**src/lnsp_pkg.sv**
```systemverilog
// ----------------------------------------------------------------------------
// lnsp_pkg
// Shared types and codes for the looping note sequence player: beat layouts,
// table entry layout and the command/status groups between controller and
// datapath.
// ----------------------------------------------------------------------------
`default_nettype none

package lnsp_pkg;

  localparam int TIME_W = 48;

  // action codes
  localparam logic ACT_WRITE   = 1'b0;
  localparam logic ACT_ADVANCE = 1'b1;

  // entry kinds
  localparam logic KIND_NOTE = 1'b0;
  localparam logic KIND_END  = 1'b1;

  typedef struct packed {
    logic                action;
    logic [7:0]          entry_index;
    logic [31:0]         entry_start;
    logic                entry_kind;
    logic signed [15:0]  entry_pitch;
    logic [31:0]         entry_length;
    logic [TIME_W-1:0]   now_time;
    logic                model_changed;
    logic                access_denied;
  } in_t;

  typedef struct packed {
    logic                gate_written;
    logic                gate_level;
    logic                pitch_written;
    logic signed [15:0]  pitch_value;
    logic                lock_failed;
    logic                last;
  } out_t;

  typedef struct packed {
    logic         kind;
    logic [31:0]  start;
    logic [15:0]  pitch;
    logic [31:0]  length;
  } entry_t;

  typedef struct packed {
    logic wr_en;      // write input beat into table
    logic latch_now;  // capture play time
    logic restart;    // clear cursor, loop base, held note
    logic rd;         // read table at cursor
    logic cmp;        // evaluate due and release compares
    logic emit_off;   // gate-off result
    logic emit_on;    // gate-on result, take the note
    logic emit_fail;  // refused advance result
    logic wrap_zero;  // empty loop: cursor back to slot 0
    logic wrap_loop;  // end entry: advance loop base, cursor to slot 0
    logic flush;      // send held result as the final one
  } ctrl_cmd_t;

  typedef struct packed {
    logic rel_hit;
    logic due_le;
    logic kind;
    logic st_zero;
    logic hold_valid;
    logic can_emit;
    logic out_free;
  } dp_stat_t;

endpackage

`default_nettype wire

```
**src/lnsp_ctrl.sv**
```systemverilog
// ----------------------------------------------------------------------------
// lnsp_ctrl
// Controller: takes input beats, runs the catch-up sequence one table entry
// per step, counts results and steps, holds the playing and restart flags.
// ----------------------------------------------------------------------------
`default_nettype none

module lnsp_ctrl #(
  parameter int MAX_RESULTS = 64
) (
  input  wire logic                clk,
  input  wire logic                rst,
  input  wire logic                in_valid,
  output logic                     in_ready,
  input  wire lnsp_pkg::in_t       in_data,
  input  wire logic                cfg_we,
  input  wire logic                cfg_data,
  input  wire lnsp_pkg::dp_stat_t  stat,
  output lnsp_pkg::ctrl_cmd_t      cmd
);

  localparam int NW = $clog2(MAX_RESULTS + 1);
  localparam int GW = $clog2(2 * MAX_RESULTS + 1);

  typedef enum logic [6:0] {
    S_IDLE = 7'b0000001,
    S_RD   = 7'b0000010,
    S_CMP  = 7'b0000100,
    S_REL  = 7'b0001000,
    S_DUE  = 7'b0010000,
    S_NEXT = 7'b0100000,
    S_FIN  = 7'b1000000
  } state_t;

  state_t        state, state_next;
  logic [NW-1:0] n, n_next;
  logic [GW-1:0] guard, guard_next;
  logic          did, did_next;
  logic          playing;
  logic          restart_pending, restart_pending_next;
  logic          accept;
  logic          n_full;

  assign in_ready = (state == S_IDLE);
  assign accept   = in_valid && in_ready;
  assign n_full   = (n == NW'(MAX_RESULTS));

  always_comb begin
    state_next           = state;
    n_next               = n;
    guard_next           = guard;
    did_next             = did;
    restart_pending_next = restart_pending;
    cmd                  = '0;
    cmd.latch_now        = accept;
    unique case (state)
      S_IDLE: begin
        if (accept) begin
          if (in_data.action == lnsp_pkg::ACT_WRITE) begin
            cmd.wr_en = 1'b1;
          end else begin
            if (in_data.model_changed) begin
              restart_pending_next = 1'b1;
            end
            if (playing) begin
              if (in_data.access_denied) begin
                restart_pending_next = 1'b1;
                cmd.emit_fail        = 1'b1;
                state_next           = S_FIN;
              end else begin
                if (restart_pending || in_data.model_changed) begin
                  cmd.restart          = 1'b1;
                  restart_pending_next = 1'b0;
                end
                n_next     = '0;
                guard_next = '0;
                state_next = S_RD;
              end
            end
          end
        end
      end
      S_RD: begin
        cmd.rd     = 1'b1;
        state_next = S_CMP;
      end
      S_CMP: begin
        cmd.cmp    = 1'b1;
        did_next   = 1'b0;
        state_next = S_REL;
      end
      S_REL: begin
        if (!stat.rel_hit) begin
          state_next = S_DUE;
        end else if (n_full) begin
          state_next = S_FIN;
        end else if (stat.can_emit) begin
          cmd.emit_off = 1'b1;
          n_next       = n + 1'b1;
          did_next     = 1'b1;
          state_next   = S_DUE;
        end
      end
      S_DUE: begin
        if (!stat.due_le) begin
          state_next = did ? S_NEXT : S_FIN;
        end else if (stat.kind == lnsp_pkg::KIND_NOTE) begin
          if (n_full) begin
            state_next = S_FIN;
          end else if (stat.can_emit) begin
            cmd.emit_on = 1'b1;
            n_next      = n + 1'b1;
            state_next  = S_NEXT;
          end
        end else if (stat.st_zero) begin
          // empty loop: park at slot 0 and stop for this beat
          cmd.wrap_zero = 1'b1;
          state_next    = S_FIN;
        end else begin
          cmd.wrap_loop = 1'b1;
          state_next    = S_NEXT;
        end
      end
      S_NEXT: begin
        guard_next = guard + 1'b1;
        state_next = (guard == GW'(2 * MAX_RESULTS - 1)) ? S_FIN : S_RD;
      end
      S_FIN: begin
        if (!stat.hold_valid) begin
          state_next = S_IDLE;
        end else if (stat.out_free) begin
          cmd.flush  = 1'b1;
          state_next = S_IDLE;
        end
      end
      default: begin
        state_next = S_IDLE;
      end
    endcase
  end

  always_ff @(posedge clk) begin
    if (rst) begin
      state           <= S_IDLE;
      n               <= '0;
      guard           <= '0;
      did             <= 1'b0;
      playing         <= 1'b0;
      restart_pending <= 1'b1;
    end else begin
      state           <= state_next;
      n               <= n_next;
      guard           <= guard_next;
      did             <= did_next;
      restart_pending <= restart_pending_next;
      if (cfg_we) begin
        playing <= cfg_data;
      end
    end
  end

endmodule

`default_nettype wire

```
**config.mk**
```make
export PLATFORM = sky130hd
export DESIGN_NAME = lnsp_ctrl
export DESIGN_NICKNAME = d
export VERILOG_FILES = /design/src/lnsp_pkg.sv /design/src/lnsp_ctrl.sv
export SDC_FILE = /design/constraint.sdc
export NUM_CORES = 1
export LEC_CHECK = 0
export BUFFER_PORTS_ARGS = -buffer_cell sky130_fd_sc_hd__buf_4
export CAP_MARGIN = 10
export CORE_AREA = 2 2 70 72
export CTS_CLUSTER_SIZE = 10
export DETAILED_ROUTE_END_ITERATION = 10
export DIE_AREA = 0 0 72 74
export PLACE_DENSITY = 0.78
export SLEW_MARGIN = 20
export SYNTH_ARGS = -nofsm -noshare
export SYNTH_HDL_FRONTEND = slang
export SYNTH_SLANG_ARGS = --single-unit
```
**constraint.sdc**
```tcl
create_clock -name clk -period 2.45 [get_ports clk]
set_input_delay 0.49 -clock clk [delete_from_list [all_inputs] [get_ports clk]]
set_output_delay 0.49 -clock clk [all_outputs]
set_load 0.01 [all_outputs]
```
==> results of run 1 <==
==> final cells by class <==
type	instances	area share, %
multi-input combinational	147	52.4
tap	54	3.67
sequential	25	27.2
clock buffer	4	2.45
timing repair buffer	30	12.2
inverter	10	2.04
==> per-layer routing <==
layer | up-vias | wire (um) | global-route usage (%)
met1 | 702 | 1800 | 18.1
met5 | - | 0 | 0
met4 | 0 | 40 | 7.34
li1 | 753 | - | -
met3 | 6 | 160 | 2.30
met2 | 40 | 1780 | 24.0
==> synth_stat cells, drive strengths merged (2+ instances only) <==
library cell / count / area (um2)
dfxtp: 25 / 500
nor2: 19 / 71.3
nand2: 15 / 56.3
nor3: 11 / 71.3
a21oi: 10 / 50.1
inv: 10 / 37.5
nand3: 9 / 45.0
xnor2: 8 / 70.1
o21ai: 7 / 35.0
or4: 5 / 37.5
a2111oi: 4 / 35.0
a211oi: 4 / 30.0
and3: 4 / 26.3
clkbuf: 4 / 15.0
ha: 3 / 37.5
mux2i: 3 / 30.0
nand2b: 3 / 18.8
nand4: 3 / 33.8
nand4b: 3 / 26.3
o31ai: 3 / 22.5
or3: 3 / 20.0
a21o: 2 / 15.0
a31oi: 2 / 12.5
and4: 2 / 17.5
buf: 2 / 12.5
nor2b: 2 / 12.5
nor3b: 2 / 20.0
nor4: 2 / 12.5
==> worst max-delay path by stage <==
stage	endpoint	cells after the start
6_report	cmd[4]	5
2_1_floorplan	cmd[4]	4
3_3_place_gp	cmd[5]	4
3_5_place_dp	n[5]	6
5_1_grt	cmd[4]	5
4_1_cts	cmd[4]	5
==> state kept, by name (all words and copies together), names as in the netlist <==
register	cells
guard	8
did	1
restart_pending	1
playing	1
state	7
n	7
==> through the flow <==
stage	setup WS, ns	setup TNS (ns)	cells	hold WS (ns)	power [mW]
after global routing	-0.0479	-0.0788	270	0.446	0.931
after floorplan	0.435	0	188	0.442	0.563
final	0.0622	0	270	0.451	0.889
after detailed placement	0.261	0	266	0.459	0.642
after CTS	0.0407	0	270	0.443	0.892
after global placement	0.276	0	266	0.454	0.640
==> critical path: cells and delay by family (launching register included) <==
kind                   cells  cell delay [ns]
and+or+nand+nor            4             1.06
buffers and inverters      1             0.15
DFF                        1             0.41
==> power by group through the flow <==
stage | clock network, mW | registers, mW | logic (mW)
3_5_place_dp | 0 | 0.443 | 0.199
3_3_place_gp | 0 | 0.443 | 0.197
2_1_floorplan | 0 | 0.429 | 0.134
6_report | 0.249 | 0.435 | 0.205
4_1_cts | 0.259 | 0.434 | 0.199
5_1_grt | 0.275 | 0.436 | 0.221
==> what timing repair did <==
item	CTS	global route
hold buffers	0	0
cloned	0	0
gates resized for setup	1	2
setup endpoints to repair	1	4
==> cell families (layout without fill, tap and decap cells) <==
family / Yosys count / after routing / synth area share (%)
simple gates: 90 / 90 / 34.6
compound gates: 42 / 42 / 18.8
flops: 25 / 25 / 32.8
buf+inv: 16 / 44 / 4.26
xor+xnor: 9 / 9 / 5.16
fa+ha+maj: 3 / 3 / 2.46
mux: 3 / 3 / 1.97
==> results.sh, run 1 <==
export IMPL_p_clk_share_pct=28.0
export IMPL_crit_required_ns=1.96
export IMPL_status="finished, final reports clean"
export IMPL_ios=164
export IMPL_via_per_inst=5.56
export IMPL_antennaDiodeCount=0
export IMPL_p_comb_share_pct=23.1
export IMPL_rsz0062_at_grt="true"
export IMPL_peakVddDrop_v=0.000222
export IMPL_final_common_cell="buf_4"
export IMPL_cpMaxStageDelayCell="or3_2"
export IMPL_synth_distinct_cells=54
export IMPL_final_nets=372
export IMPL_setup_viol=0
export IMPL_worstMarginPinSlew_ns=0.516
export IMPL_synth_warnings=0
export IMPL_seq_area_um2=500
export IMPL_worstSetupEndpointType="output pin"
export IMPL_cts_setup_buffers=0
export IMPL_async_reset_ff_share_pct=0
export IMPL_hold_path_depth=2
export IMPL_worst_clock_skew_ns=0.00528
export IMPL_gp_congestion=0.889
export IMPL_synth_edf_count=0
export IMPL_rows=25
export IMPL_drtIter0Drc=60
export IMPL_grt_pass1_vias=1488
export IMPL_postLayoutCellArea_um2=1840
export IMPL_hold_start="rst"
export IMPL_critPathLaunch="state[5]"
export IMPL_power_leakage_nw=0.677
export IMPL_p_int_mw=0.620
export IMPL_grt_pass1_wl_mm=6.11
export IMPL_power_density_nw_per_um2=483
export IMPL_syn_area_per_cell_um2=8.13
export IMPL_start_util_pct=33.2
export IMPL_clk_pin_slew_ns=0.09
export IMPL_relSlewSlack_pct=64.7
export IMPL_holdPathEnd="state[4]"
export IMPL_grt_max_degree=16
export IMPL_drt_wirelength_per_cell_um=14.0
export IMPL_seqPwrFrac_pct=48.9
export IMPL_syn_cell_area_um2=1530
export IMPL_syn_inst=188
export IMPL_first_pass_iters=4
export IMPL_r2r_start="state[5]"
export IMPL_clockBufferDepth=2
export IMPL_die_h_um=74
export IMPL_fillers=475
export IMPL_period_share_pct=97.5
export IMPL_finalCriticalPeriod_ns=2.39
export IMPL_crit_chain="or3_2 > nor3_2 > nand2_1 > nor3_1 > buf_4"
export IMPL_drive_gt1_share_pct=20.4
export IMPL_final_core_util_pct=40.1
export IMPL_core_area_um2=4600
export IMPL_port_buffer_count=26
export IMPL_p_sw_mw=0.269
export IMPL_ys_seq_elements=25
export IMPL_htree_levels=1
export IMPL_reg2reg_slack_ns=0.39
export IMPL_drc_errors=0
export IMPL_ys_flop_type="dfxtp_1"
export IMPL_dp_hpwl_mm=2.97
export IMPL_multiInputGateArea_um2=966
export IMPL_p_sw_share_pct=30.2
export IMPL_insertion_delay_ns=0.27
export IMPL_final_cell_mix="buf_4, dfxtp_1, nor2_1"
export IMPL_antenna_left=0
export IMPL_path_class="reg -> out"
export IMPL_slowest_delay_ns=0.53
export IMPL_arrival_ns=1.90
export IMPL_r2r_cells=5
export IMPL_yosysSeqAreaShare_pct=32.8
export IMPL_vias=1501
export IMPL_area_delta_synth_final_pct=20.6
export IMPL_hold_violations=0
export IMPL_dpl_instance_area_um2=1790
export IMPL_cts_made_buffers=3
export IMPL_min_delay_path_class="in -> reg"
export IMPL_start_kind="flop"
export IMPL_die_area_um2=5330
export IMPL_clock_fmax_mhz=419
export IMPL_cts_tree="yes"
export IMPL_synth_net_count=343
export IMPL_maxSlewViolCount=0
export IMPL_r2r_end="n[5]"
export IMPL_cp_max_fo=7
export IMPL_cts_root_buffer="clkbuf_8"
export IMPL_grtUsageTotal_pct=14.4
export IMPL_cts_sinks=25
export IMPL_cap_violations=0
export IMPL_antenna_found_initial=0
export IMPL_die_w_um=72
export IMPL_routed_wl_mm=3.78
export IMPL_gr_total_overflow=0
(Power assumes the default switching activity.)
==> run 2: changes to the inputs <==
--- a/config.mk
+++ b/config.mk
@@ -7,11 +7,11 @@
 export LEC_CHECK = 0
 export BUFFER_PORTS_ARGS = -buffer_cell sky130_fd_sc_hd__buf_4
 export CAP_MARGIN = 10
-export CORE_AREA = 2 2 70 72
+export CORE_AREA = 2 2 68 70
 export CTS_CLUSTER_SIZE = 10
 export DETAILED_ROUTE_END_ITERATION = 10
-export DIE_AREA = 0 0 72 74
-export PLACE_DENSITY = 0.78
+export DIE_AREA = 0 0 70 72
+export PLACE_DENSITY = 0.82
 export SLEW_MARGIN = 20
 export SYNTH_ARGS = -nofsm -noshare
 export SYNTH_HDL_FRONTEND = slang
==> constraint.sdc (replaced) <==
create_clock -name clk -period 2.9 [get_ports clk]
set_input_delay 0.58 -clock clk [delete_from_list [all_inputs] [get_ports clk]]
set_output_delay 0.58 -clock clk [all_outputs]
set_load 0.01 [all_outputs]
==> results.sh, run 2 (synthesized netlist as in run 1, its figures left out) <==
export IMPL_status="finished, final reports clean"
export IMPL_critPathCapture="cmd[4]"
export IMPL_first_pass_iters=4
export IMPL_largest_register_ffs=8
export IMPL_maxSlewViolCount=0
export IMPL_place_inst=261
export IMPL_hold_buffers=0
export IMPL_fillers=425
export IMPL_clockBufferDepth=2
export IMPL_path_class="reg -> out"
export IMPL_instances_no_fill=265
export IMPL_cts_root_buffer="clkbuf_8"
export IMPL_peakVddDrop_v=0.000233
export IMPL_antenna_found_initial=0
export IMPL_final_cell_mix="buf_4, dfxtp_1, nor2_1"
export IMPL_die_area_um2=5040
export IMPL_die_w_um=70
export IMPL_worst_clock_skew_ns=0.00243
export IMPL_final_core_util_pct=42.6
export IMPL_worstMarginPinSlew_ns=0.744
export IMPL_setup_viol=0
export IMPL_rows=24
export IMPL_top_regs="guard: 8 flops, n: 7 flops, state: 7 flops"
export IMPL_ios=164
export IMPL_port_buffer_count=26
export IMPL_r2r_start="state[1]"
export IMPL_drive_gt1_share_pct=18.8
export IMPL_cts_setup_buffers=0
export IMPL_grt_max_degree=19
export IMPL_htree_levels=1
export IMPL_power_leakage_nw=0.658
export IMPL_rsz0062_at_grt="false"
export IMPL_critPathLaunch="state[5]"
export IMPL_final_nets=369
export IMPL_r2r_end="state[0]"
export IMPL_insertion_delay_ns=0.27
export IMPL_power_density_nw_per_um2=409
export IMPL_drtIter0Drc=61
export IMPL_cts_sinks=25
export IMPL_hold_violations=0
export IMPL_clock_fmax_mhz=379
export IMPL_worstSetupEndpointType="output pin"
export IMPL_die_h_um=72
export IMPL_vias=1524
export IMPL_routed_wl_mm=3.68
export IMPL_cap_violations=0
export IMPL_crit_required_ns=2.32
export IMPL_fin_tns_setup_ns=0
export IMPL_final_common_cell="buf_4"
export IMPL_clk_pin_slew_ns=0.09
export IMPL_via_per_inst=5.75
export IMPL_cts_made_buffers=3
export IMPL_antenna_left=0
export IMPL_grt_pass1_vias=1398
export IMPL_period_share_pct=91.0
export IMPL_start_kind="flop"
export IMPL_relSlewSlack_pct=50.0
export IMPL_antennaDiodeCount=0
export IMPL_grt_pass1_wl_mm=6.21
export IMPL_drt_wirelength_per_cell_um=13.9
export IMPL_finalCriticalPeriod_ns=2.64
export IMPL_cp_max_fo=7
export IMPL_arrival_ns=2.06
export IMPL_fin_hold_ws_ns=0.486
export IMPL_drc_errors=0
export IMPL_core_area_um2=4260
export IMPL_reg2reg_slack_ns=0.80
export IMPL_largest_register="guard"
export IMPL_grtUsageTotal_pct=14.8
export IMPL_cts_resized_gates=0
export IMPL_gp_congestion=0.863
export IMPL_start_util_pct=35.8
export IMPL_area_delta_synth_final_pct=18.9
export IMPL_cts_tree="yes"
export IMPL_min_delay_path_class="reg -> reg"
export IMPL_gr_total_overflow=0
export IMPL_dp_hpwl_mm=2.80
export IMPL_r2r_cells=5
[run 2: changes by cell type in the layout (fill, tap and decap cells not counted)]
| cell | previous run | this run |
|---|---|---|
| clkbuf_1 | 1 | 0 |
| buf_4 | 30 | 27 |
| inv_2 | 1 | 0 |
| clkinvlp_4 | 0 | 1 |
| o21ai_0 | 5 | 6 |
| o21ai_2 | 1 | 0 |
| inv_1 | 9 | 10 |
[run 2: critical path: stages (launching register included)]
cell	delay (ns)
dfxtp_1	0.41
or3_2	0.53
nor3_2	0.30
nand2_1	0.17
nor3_1	0.22
buf_4	0.15
[run 2: worst min-delay path by stage]
stage                                from              end  slack [ns]  cells after the start
after floorplan           restart_pending  restart_pending        0.44                      2
after global placement    restart_pending  restart_pending        0.46                      2
after detailed placement  restart_pending  restart_pending        0.48                      2
after CTS                            n[6]             n[6]        0.50                      2
after global routing      restart_pending  restart_pending        0.52                      2
final                                n[6]             n[6]        0.49                      2
[run 2: power breakdown]
| part | internal, mW | total (mW) | leakage [nW] | switching, mW |
|---|---|---|---|---|
| Sequential | 0.350 | 0.370 | 0.202 | 0.0195 |
| Clock | 0.0975 | 0.215 | 0.0217 | 0.117 |
| Combinational | 0.0660 | 0.158 | 0.435 | 0.0924 |
| Total | 0.514 | 0.743 | 0.658 | 0.229 |
[run 2: through the flow]
step | cell area, um2 | power [mW] | setup slack [ns]
2_1_floorplan | 1530 | 0.476 | 0.795
5_1_grt | 1820 | 0.783 | 0.0726
4_1_cts | 1820 | 0.747 | 0.266
3_3_place_gp | 1770 | 0.529 | 0.573
6_report | 1820 | 0.743 | 0.260
3_5_place_dp | 1770 | 0.534 | 0.566
[run 2: layout make-up]
class | instances | area (um2) | share of cell area [%]
Clock buffer | 3 | 41.3 | 2.27
Clock inverter | 1 | 7.51 | 0.413
Inverter | 10 | 37.5 | 2.07
Multi-Input combinational cell | 147 | 962 | 53.0
Sequential cell | 25 | 500 | 27.5
Tap cell | 52 | 65.1 | 3.58
Timing Repair Buffer | 27 | 203 | 11.2
[run 2: per-layer routing]
metal	part of all wire [%]	up-vias	global-route usage [%]
met4	0.76	0	4.06
met1	44	710	19.5
met2	47	59	24.8
met3	7.4	5	2.92
met5	0	-	0
li1	-	750	-
